## config.mk

```make
export PLATFORM = sky130hd
export DESIGN_NAME = utf8_code_point_count_truncate_top
export DESIGN_NICKNAME = d
export VERILOG_FILES = /design/src/rtl/u8cpt_pkg.sv /design/src/rtl/u8cpt_front.sv /design/src/rtl/u8cpt_queue.sv /design/src/rtl/u8cpt_back.sv /design/src/rtl/utf8_code_point_count_truncate_top.sv
export SDC_FILE = /design/constraint.sdc
export NUM_CORES = 1
export LEC_CHECK = 0
export ABC_AREA = 1
export BUFFER_PORTS_ARGS = -buffer_cell sky130_fd_sc_hd__buf_2
export CAP_MARGIN = 20
export CORE_MARGIN = 2
export CORE_UTILIZATION = 30
export CTS_BUF_LIST = sky130_fd_sc_hd__clkbuf_2 sky130_fd_sc_hd__clkbuf_4 sky130_fd_sc_hd__clkbuf_8
export DETAILED_ROUTE_END_ITERATION = 8
export HOLD_SLACK_MARGIN = 0.05
export PLACE_DENSITY = 0.49
export SLEW_MARGIN = 20
export SYNTH_ARGS = -nofsm -noshare
export SYNTH_HDL_FRONTEND = slang
export SYNTH_SLANG_ARGS = --single-unit
```

## constraint.sdc

```tcl
create_clock -name aclk -period 5.74 [get_ports aclk]
set_input_delay 0.287 -clock aclk [delete_from_list [all_inputs] [get_ports aclk]]
set_output_delay 0.287 -clock aclk [all_outputs]
set_load 0.02 [all_outputs]
```

## src/rtl/u8cpt_pkg.sv

```systemverilog
// Shared types and constants for the UTF-8 code point counter.
// No dependencies; imported by every module of the block.
`timescale 1ns / 1ps

package u8cpt_pkg;

    // Most result bytes one input byte can release (three flushed bytes plus the breaker)
    localparam int unsigned GROUP_MAX  = 4;
    localparam int unsigned GROUP_W    = 3;
    localparam int unsigned QDEPTH     = 8;
    localparam int unsigned QADDR_W    = 3;
    localparam int unsigned QCOUNT_W   = 4;
    localparam logic [16:0] COUNT_CAP  = 17'h10000;

    localparam logic [7:0] MASK_CONT   = 8'hC0;
    localparam logic [7:0] CODE_CONT   = 8'h80;
    localparam logic [7:0] MASK_LEAD2  = 8'hE0;
    localparam logic [7:0] MASK_LEAD3  = 8'hF0;
    localparam logic [7:0] MASK_LEAD4  = 8'hF8;

    // One resolved byte waiting for its code point index
    typedef struct packed {
        logic [7:0] data;
        logic       new_point;   // byte opens a new code point
        logic       malformed;
        logic       final_byte;
    } op_t;

    // Group of resolved bytes written into the queue in one cycle
    typedef struct packed {
        logic [GROUP_W-1:0]      count;
        op_t [GROUP_MAX-1:0]     ops;
    } push_t;

endpackage

```

## src/rtl/u8cpt_front.sv

```systemverilog
// Front end: accepts text bytes, tracks the pending UTF-8 sequence and
// resolves bytes into groups for the queue. Depends on u8cpt_pkg.
`timescale 1ns / 1ps

module u8cpt_front (
    input  logic            aclk,
    input  logic            aresetn,
    input  logic            s_valid,
    output logic            s_ready,
    input  logic [7:0]      s_text_byte,
    input  logic            s_end_of_text,
    input  logic            q_room,
    output u8cpt_pkg::push_t push
);
    import u8cpt_pkg::*;

    logic [7:0] pend_reg [3];
    logic [7:0] pend_next [3];
    logic [1:0] plen_reg, plen_next;
    logic [1:0] need_reg, need_next;

    logic       accept;
    logic       is_cont, is_ascii, has_pend, cont_path, comp, emit_pend;
    logic       b_emit, b_mal, b_newp;
    logic [1:0] need_b, pend_n;
    logic [2:0] n, n_last;

    function automatic logic [1:0] lead_need(input logic [7:0] b);
        if ((b & MASK_LEAD2) == MASK_CONT)
            return 2'd1;
        else if ((b & MASK_LEAD3) == MASK_LEAD2)
            return 2'd2;
        else if ((b & MASK_LEAD4) == MASK_LEAD3)
            return 2'd3;
        else
            return 2'd0;
    endfunction

    assign s_ready = q_room;
    assign accept  = s_valid && s_ready;

    always_comb begin
        is_cont   = (s_text_byte & MASK_CONT) == CODE_CONT;
        is_ascii  = !s_text_byte[7];
        need_b    = lead_need(s_text_byte);
        has_pend  = plen_reg != 2'd0;
        cont_path = has_pend && is_cont;
        // continuation that finishes the sequence (plen counts the lead too)
        comp      = cont_path && (plen_reg >= need_reg);
        emit_pend = has_pend && (!is_cont || comp || s_end_of_text);

        if (cont_path) begin
            b_emit = comp || s_end_of_text;
            b_mal  = !comp;
            b_newp = !comp;
        end else begin
            b_emit = is_ascii || (need_b == 2'd0) || s_end_of_text;
            b_mal  = !is_ascii;
            b_newp = 1'b1;
        end

        pend_n = emit_pend ? plen_reg : 2'd0;
        n      = {1'b0, pend_n} + {2'b00, b_emit};
        n_last = n - 3'd1;

        push.ops = '0;
        for (int j = 0; j < 3; j++) begin
            push.ops[j].data      = pend_reg[j];
            push.ops[j].new_point = !comp || (j == 0);
            push.ops[j].malformed = !comp;
        end
        push.ops[pend_n].data      = s_text_byte;
        push.ops[pend_n].new_point = b_newp;
        push.ops[pend_n].malformed = b_mal;
        push.ops[pend_n].final_byte = 1'b0;
        if (s_end_of_text && (n != 3'd0))
            push.ops[n_last[1:0]].final_byte = 1'b1;
        push.count = accept ? n : 3'd0;

        // next sequence state
        pend_next[0] = pend_reg[0];
        pend_next[1] = pend_reg[1];
        pend_next[2] = pend_reg[2];
        plen_next    = 2'd0;
        need_next    = 2'd0;
        if (s_end_of_text) begin
            pend_next[0] = 8'd0;
            pend_next[1] = 8'd0;
            pend_next[2] = 8'd0;
        end else if (cont_path && !comp) begin
            case (plen_reg)
                2'd1:    pend_next[1] = s_text_byte;
                default: pend_next[2] = s_text_byte;
            endcase
            plen_next = plen_reg + 2'd1;
            need_next = need_reg;
        end else if (!cont_path && !is_ascii && (need_b != 2'd0)) begin
            pend_next[0] = s_text_byte;
            plen_next    = 2'd1;
            need_next    = need_b;
        end
    end

    always_ff @(posedge aclk) begin
        if (!aresetn) begin
            plen_reg <= 2'd0;
            need_reg <= 2'd0;
        end else if (accept) begin
            plen_reg <= plen_next;
            need_reg <= need_next;
        end
    end

    always_ff @(posedge aclk) begin
        if (accept) begin
            pend_reg[0] <= pend_next[0];
            pend_reg[1] <= pend_next[1];
            pend_reg[2] <= pend_next[2];
        end
    end

endmodule

```

## src/rtl/u8cpt_queue.sv

```systemverilog
// Short queue between front and back end: takes up to four resolved bytes
// per cycle, hands out one per cycle while the back end pops. Depends on u8cpt_pkg.
`timescale 1ns / 1ps

module u8cpt_queue (
    input  logic                aclk,
    input  logic                aresetn,
    input  u8cpt_pkg::push_t    push,
    output logic                room,
    output logic                head_valid,
    output u8cpt_pkg::op_t      head,
    input  logic                pop
);
    import u8cpt_pkg::*;

    op_t                 mem_reg [QDEPTH];
    logic [QADDR_W-1:0]  wr_ptr_reg, wr_ptr_next;
    logic [QADDR_W-1:0]  rd_ptr_reg, rd_ptr_next;
    logic [QCOUNT_W-1:0] count_reg, count_next;
    logic                do_pop;

    assign head_valid = count_reg != '0;
    assign head       = mem_reg[rd_ptr_reg];
    // a whole group must fit before the next byte is taken
    assign room       = count_reg <= QCOUNT_W'(QDEPTH - GROUP_MAX);
    assign do_pop     = pop && head_valid;

    always_comb begin
        wr_ptr_next = wr_ptr_reg + QADDR_W'(push.count);
        rd_ptr_next = rd_ptr_reg + QADDR_W'(do_pop);
        count_next  = count_reg + QCOUNT_W'(push.count) - QCOUNT_W'(do_pop);
    end

    always_ff @(posedge aclk) begin
        if (!aresetn) begin
            wr_ptr_reg <= '0;
            rd_ptr_reg <= '0;
            count_reg  <= '0;
        end else begin
            wr_ptr_reg <= wr_ptr_next;
            rd_ptr_reg <= rd_ptr_next;
            count_reg  <= count_next;
        end
    end

    always_ff @(posedge aclk) begin
        for (int k = 0; k < GROUP_MAX; k++) begin
            if (GROUP_W'(k) < push.count)
                mem_reg[wr_ptr_reg + QADDR_W'(k)] <= push.ops[k];
        end
    end

endmodule

```

## src/rtl/u8cpt_back.sv

```systemverilog
// Back end: assigns code point indexes, applies the limit and drives the
// result output register. Depends on u8cpt_pkg.
`timescale 1ns / 1ps

module u8cpt_back (
    input  logic            aclk,
    input  logic            aresetn,
    input  logic [15:0]     point_limit,
    input  logic            head_valid,
    input  u8cpt_pkg::op_t  head,
    output logic            pop,
    output logic            m_valid,
    input  logic            m_ready,
    output logic [7:0]      m_out_byte,
    output logic            m_kept,
    output logic            m_malformed,
    output logic            m_final_byte,
    output logic [16:0]     m_total_points,
    output logic            m_over_limit
);
    import u8cpt_pkg::*;

    logic [16:0] cnt_reg, cnt_next, cnt_inc;
    logic        last_kept_reg;
    logic        kept, over;
    logic [16:0] total, limit;

    logic        m_valid_reg;
    logic [7:0]  m_out_byte_reg;
    logic        m_kept_reg, m_malformed_reg, m_final_byte_reg, m_over_limit_reg;
    logic [16:0] m_total_points_reg;

    assign pop   = head_valid && (!m_valid_reg || m_ready);
    assign limit = {1'b0, point_limit};

    always_comb begin
        cnt_inc = (cnt_reg == COUNT_CAP) ? cnt_reg : cnt_reg + 17'd1;
        if (head.new_point) begin
            kept  = cnt_reg < limit;
            total = cnt_inc;
        end else begin
            // later bytes of a complete sequence share the lead's index
            kept  = last_kept_reg;
            total = cnt_reg;
        end
        over     = head.final_byte && (total > limit);
        cnt_next = head.final_byte ? 17'd0 : total;
    end

    always_ff @(posedge aclk) begin
        if (!aresetn) begin
            cnt_reg       <= 17'd0;
            last_kept_reg <= 1'b0;
            m_valid_reg   <= 1'b0;
        end else begin
            if (pop) begin
                cnt_reg       <= cnt_next;
                last_kept_reg <= kept;
                m_valid_reg   <= 1'b1;
            end else if (m_ready) begin
                m_valid_reg   <= 1'b0;
            end
        end
    end

    always_ff @(posedge aclk) begin
        if (pop) begin
            m_out_byte_reg     <= head.data;
            m_kept_reg         <= kept;
            m_malformed_reg    <= head.malformed;
            m_final_byte_reg   <= head.final_byte;
            m_total_points_reg <= total;
            m_over_limit_reg   <= over;
        end
    end

    assign m_valid        = m_valid_reg;
    assign m_out_byte     = m_out_byte_reg;
    assign m_kept         = m_kept_reg;
    assign m_malformed    = m_malformed_reg;
    assign m_final_byte   = m_final_byte_reg;
    assign m_total_points = m_total_points_reg;
    assign m_over_limit   = m_over_limit_reg;

endmodule

```

## src/rtl/utf8_code_point_count_truncate_top.sv

```systemverilog
// UTF-8 code point counter with truncation marks: one byte per clock in
// while s_ready is high, one resolved byte per clock out while m_ready is
// high, once each, in input order. A byte is released when its sequence
// completes or breaks, so a breaking byte can release up to four results at
// once; these go into an eight-entry queue and leave one per cycle, unless
// m_ready stalls, through the queue and then the output register. s_ready is
// low while the queue has fewer than four free entries. The user must write
// the limit register with cfg_we/cfg_wdata only between texts; the block does
// not enforce it. Depends on u8cpt_pkg and its submodules.
`timescale 1ns / 1ps

module utf8_code_point_count_truncate_top (
    input  logic        aclk,
    input  logic        aresetn,
    input  logic        s_valid,
    output logic        s_ready,
    input  logic [7:0]  s_text_byte,
    input  logic        s_end_of_text,
    output logic        m_valid,
    input  logic        m_ready,
    output logic [7:0]  m_out_byte,
    output logic        m_kept,
    output logic        m_malformed,
    output logic        m_final_byte,
    output logic [16:0] m_total_points,
    output logic        m_over_limit,
    input  logic        cfg_we,
    input  logic [15:0] cfg_wdata
);
    import u8cpt_pkg::*;

    logic [15:0] point_limit_reg;
    push_t       push;
    logic        q_room, head_valid, pop;
    op_t         head;

    always_ff @(posedge aclk) begin
        if (!aresetn)
            point_limit_reg <= 16'hFFFF;
        else if (cfg_we)
            point_limit_reg <= cfg_wdata;
    end

    u8cpt_front u_front (
        .aclk          (aclk),
        .aresetn       (aresetn),
        .s_valid       (s_valid),
        .s_ready       (s_ready),
        .s_text_byte   (s_text_byte),
        .s_end_of_text (s_end_of_text),
        .q_room        (q_room),
        .push          (push)
    );

    u8cpt_queue u_queue (
        .aclk       (aclk),
        .aresetn    (aresetn),
        .push       (push),
        .room       (q_room),
        .head_valid (head_valid),
        .head       (head),
        .pop        (pop)
    );

    u8cpt_back u_back (
        .aclk            (aclk),
        .aresetn         (aresetn),
        .point_limit     (point_limit_reg),
        .head_valid      (head_valid),
        .head            (head),
        .pop             (pop),
        .m_valid         (m_valid),
        .m_ready         (m_ready),
        .m_out_byte      (m_out_byte),
        .m_kept          (m_kept),
        .m_malformed     (m_malformed),
        .m_final_byte    (m_final_byte),
        .m_total_points  (m_total_points),
        .m_over_limit    (m_over_limit)
    );

endmodule
```

# == Word level (Yosys, flattened, before mapping) ==
# Memories as Yosys holds them, arrays and structs flattened. A register that Yosys moved wholly into a read port is not among the register bits.
# Index checks and enable logic that the tools add are counted.
# totals
mem_bits_ro,0
input_bits,30
regBits,78
memories,2
latch_bits,0
ramBits,112
# memory_table
name,depth,word_bits,read_ports,rd_clocked_by_memory_dff,wr,line,rtl
u_queue.mem_reg,8,11,1,1,4,u8cpt_queue.sv:16,op_t mem_reg [QDEPTH];
u_front.pend_reg,3,8,3,0,3,u8cpt_front.sv:17,logic [7:0] pend_reg [3];
# op_classes
n_addsub,11
n_reduce_logical,31
n_shift,0
eq_ne,7
n_bitwise,0
div,0
order_cmp,12
muxes,53
mul,0
# op_table
op,count
$bwmux W44,5
$demux W11 S2,5
$mux W17,3
$mux W44,1
$mux W8,4
$mux W24,1
$mux W2,10
$mux W1,19
$add A17 B1 Y17 const B,1
$eq A17 B17 Y1 const B,1
$gt A17 B16 Y1,1
$lt A17 B16 Y1,1
$mux W16,1
$logic_and A1 B1 Y1,13
$mux W11,1
$mux W3,3
$add A3 B2 Y3 const B,2
$logic_or A1 B1 Y1,6
$lt A1 B3 Y1 const A,2
$lt A2 B3 Y1 const A,2
$lt A2 B3 Y1 const B,2
$reduce_bool A2 Y1,3
$eq A5 B5 Y1 const B,1
$logic_not A1 Y1,5
other kinds (20),21

# == Logic depth before layout (Yosys ltp) ==
# logic_depth
ltp_word,17
mapped_depth,24

# == By module ==
# A second synthesis with hierarchy kept.
# unflattened
hier_cells,1936
area_unflattened_um2,13675.6
# by_module_without_submodules
mod,seq_area_each_um2,cells_each,instances,area_each_um2
u8cpt_queue,2842.7,1289,1,8185.4
u8cpt_back,1251.2,380,1,3094.2
u8cpt_front,800.8,197,1,1727.9
utf8_code_point_count_truncate_top,320.3,70,1,668.1

# == Worst setup path before layout ==
# No wires, ideal clock.
# synth_path
path_kind,register -> register
startpoint,reg u_front.plen_reg[0]
endpoint,mem u_queue.mem_reg[7][0] (netlist bit) (enable)
period_less_slack_ns,3.888
slack_ns,1.852
arrival_time_ns,3.564
stages_incl_launch_ff,21
setup_ns,0.324
path_cell_list,dfxtp_1 -> buf_2 -> inv_1 -> buf_2 -> ha_1 -> o21ai_0 -> nand2_1 -> nand2_1 -> nand2_1 -> a21oi_1 -> inv_1 -> ha_1 -> ha_1 -> nand2_1 -> inv_1 -> o211ai_2 -> nor2_1 -> nor2_2 -> inv_1 -> nor2_1 -> nand2_1
# synth_rtl
element,line,rtl
start: declaration,u8cpt_front.sv:19,"logic [1:0] plen_reg, plen_next;"
start signal: assignment,u8cpt_front.sv:109,plen_reg <= plen_next;
end: declaration,u8cpt_queue.sv:16,

==> flow_summary.yaml <==
run_status:
  status: "complete, no violations"
clock_tree:
  clockRootBuffer: "clkbuf_8"
  clk_pin_slew_ns: 0.12
  clk_latency_ns: 0.58
  clockBufferDepth: 2
  cts_setup_buffers: 0
  htreeDepth: 4
  cts_buffers: 17
  numClockSinks: 190
  cts_hold_buffers: 18
  cts_resized: 0
  tritoncts: "done"
die:
  dieWidth_um: 208
  die_y_um: 208
  initial_core_util_pct: 30.5
  core_area_mm2: 0.0409
  num_io_pins: 61
  rows: 74
  dieArea_mm2: 0.0432
route:
  antenna_left: 0
  vias: 12163
  drtIter0Drc: 1344
  drt-total-wl_um: 48600
  drtPass1Iterations: 8
  avgViaCountPerCell: 5.29
  drc: 0
  wl_per_cell_um: 21.1
finish:
  layout-drive-gt1-share_pct: 8.77
  fin_util_pct: 33.8
  final_cell_mix: "nand2_1, nor2_1, nand3_1"
  largest_register_ffs: 88
  nNetsFinal: 1836
  multi_input_area_mm2: 0.00628
  fillerInstances: 4429
  area_delta_synth_final_pct: 10.9
  final_common_cell: "nand2_1"
  final_cell_count_no_fill: 2300
  register_area_mm2: 0.00522
placed_design:
  dp_hpwl_um: 34000
  portBuffers: 60
  placed_cells: 2248
  place.gp.congestion: 0.963
synth:
  netlist_area_mm2: 0.0125
  yosysUniqueCellTypes: 46
  ys_ff_latch: 190
  seq_area_frac_synth_pct: 41.8
  syn_inst: 1713
  synth_area_per_cell_um2: 7.28
  yosysWarnings: 0
  synth_nets: 1795
timing:
  post-route-period-util_pct: 87.7
  worstMarginPinSlew_ns: 1.28
  hold_viol_final: 0
  relSlewSlack_pct: 14.7
  period_minus_slack_ns: 5.03
  finalSetupTns_ns: 0
  setup-violations-final: 0
  slew_viol_final: 0
  max_freq_ghz: 0.199
  clock-skew-final_ns: 0.0244
  rsz0062_at_grt: "no"
power:
  power.density_mw_per_mm2: 412
  power_leakage_nw: 6.28
  ir_drop_v: 0.000318
global_route:
  grt_max_degree: 46
  grt_overflow: 0
  track_usage_pct: 22.5
  antenna_found_initial: 1
  grt_pass1_wl_um: 72500
  grt_pass1_vias: 11508
setup_path:
  cp_max_fo: 14
  crit_path_end_kind: "flop"
  worstSetupStartpointType: "flop"
  cp.required_ns: 5.97
  crit_arrival_ns: 5.26
  critical_path_class: "flop to flop"
flow_run:
  maxCapViolations: 0
hold_path:
  hp-class: "primary input to flop"
report_power, final:
| group | total (mW) | switching [mW] | internal [mW] |
|---|---|---|---|
| combinational | 2.69 | 1.93 | 0.753 |
| clock | 0.962 | 0.624 | 0.337 |
| sequential | 2.06 | 0.173 | 1.88 |
cell usage after synthesis, drive strengths merged:
master	count	area share [%]
o21ai	87	3.6
nand3b	1	0.060
a22oi	8	0.48
inv	174	5.2
nand3	209	8.4
a31o	1	0.070
clkbuf	29	0.87
ha	50	5.0
nand2b	1	0.050
nand2	436	13
o21bai	1	0.060
a31oi	11	0.55
or2	2	0.10
a22o	2	0.14
a21oi	60	2.5
xnor2	2	0.14
dfxtp	49	7.9
edfxtp	141	34
nor3	21	0.84
o21a	1	0.060
a21boi	1	0.060
nor2	309	10
a21o	2	0.12
nor4	3	0.15
o22ai	14	0.70
buf	40	1.8
nand4	29	1.5
a211oi	2	0.12
fa	2	0.32
o211ai	12	0.80
xor2	13	0.91
critical path, stage by stage, from the launching register on:
cell and delay [ns]:
dfxtp_1 0.67, inv_1 0.37, ha_1 0.32, nor3_1 0.28, nand2_1 0.15, a21oi_1 0.19, inv_1 0.06, ha_1 0.18
ha_1 0.38, nand2_1 0.10, inv_1 0.08, o211ai_2 0.22, nor2_1 0.78, nor2_2 0.26, inv_1 0.14, nor2_1 0.08
nand2_1 0.42
path summary, 6_finish.rpt:
| path | end | start | slack (ns) | depth (start not counted) |
|---|---|---|---|---|
| worst max register to register | u_queue.mem_reg[6][9] | u_front.plen_reg[1] | 0.71 | 16 |
| worst max-delay path | u_queue.mem_reg[6][9] | u_front.plen_reg[1] | 0.71 | 16 |
| worst min register to register | u_front.need_reg[1] | u_front.need_reg[1] | 0.48 | 2 |
| worst min-delay path | u_queue.count_reg[0] | aresetn | 0.1 | 3 |
stage by stage:
stage | instance area (um2) | hold slack [ns] | setup WS (ns) | power (mW)
6_report | 13800 | 0.0980 | 0.708 | 5.70
5_1_grt | 13800 | 0.0835 | 0.217 | 6.12
4_1_cts | 13800 | 0.0556 | 0.823 | 5.74
3_5_place_dp | 13200 | 0.460 | 0.852 | 4.76
3_3_place_gp | 13200 | 0.459 | 0.901 | 4.74
2_1_floorplan | 12500 | 0.409 | 1.85 | 3.84
cell type report:
type                            instances  share of cell area [%]
Multi-Input combinational cell       1280                    45.4
Tap cell                              532                    4.81
Inverter                              174                    4.72
Clock inverter                         15                    1.40
Antenna cell                            1                  0.0181
Clock buffer                           17                    1.69
Sequential cell                       190                    37.7
Timing Repair Buffer                   91                    4.21
per-layer routing:
layer	vias up	part of all wire [%]	global-route usage (%)
met4	0	4.9	10.6
met1	5643	43	30.3
li1	5767	-	-
met2	613	43	33.6
met5	-	0	0
met3	140	9.4	6.02
cell families (layout without fill, tap and decap cells):
logic type                 after synthesis  after routing  synth area share (%)
DFF                                    190            190                  41.8
adders and majority gates               52             52                  5.34
xor gates and xnor gates                15             15                  1.05
AOI/OAI and AO/OA                      202            202                  9.28
other                                    0              1                     0
buffers and inverters                  243            297                  7.88
and+or+nand+nor                       1011           1011                  34.6
Note: power is estimated with default switching activity, not from simulation.
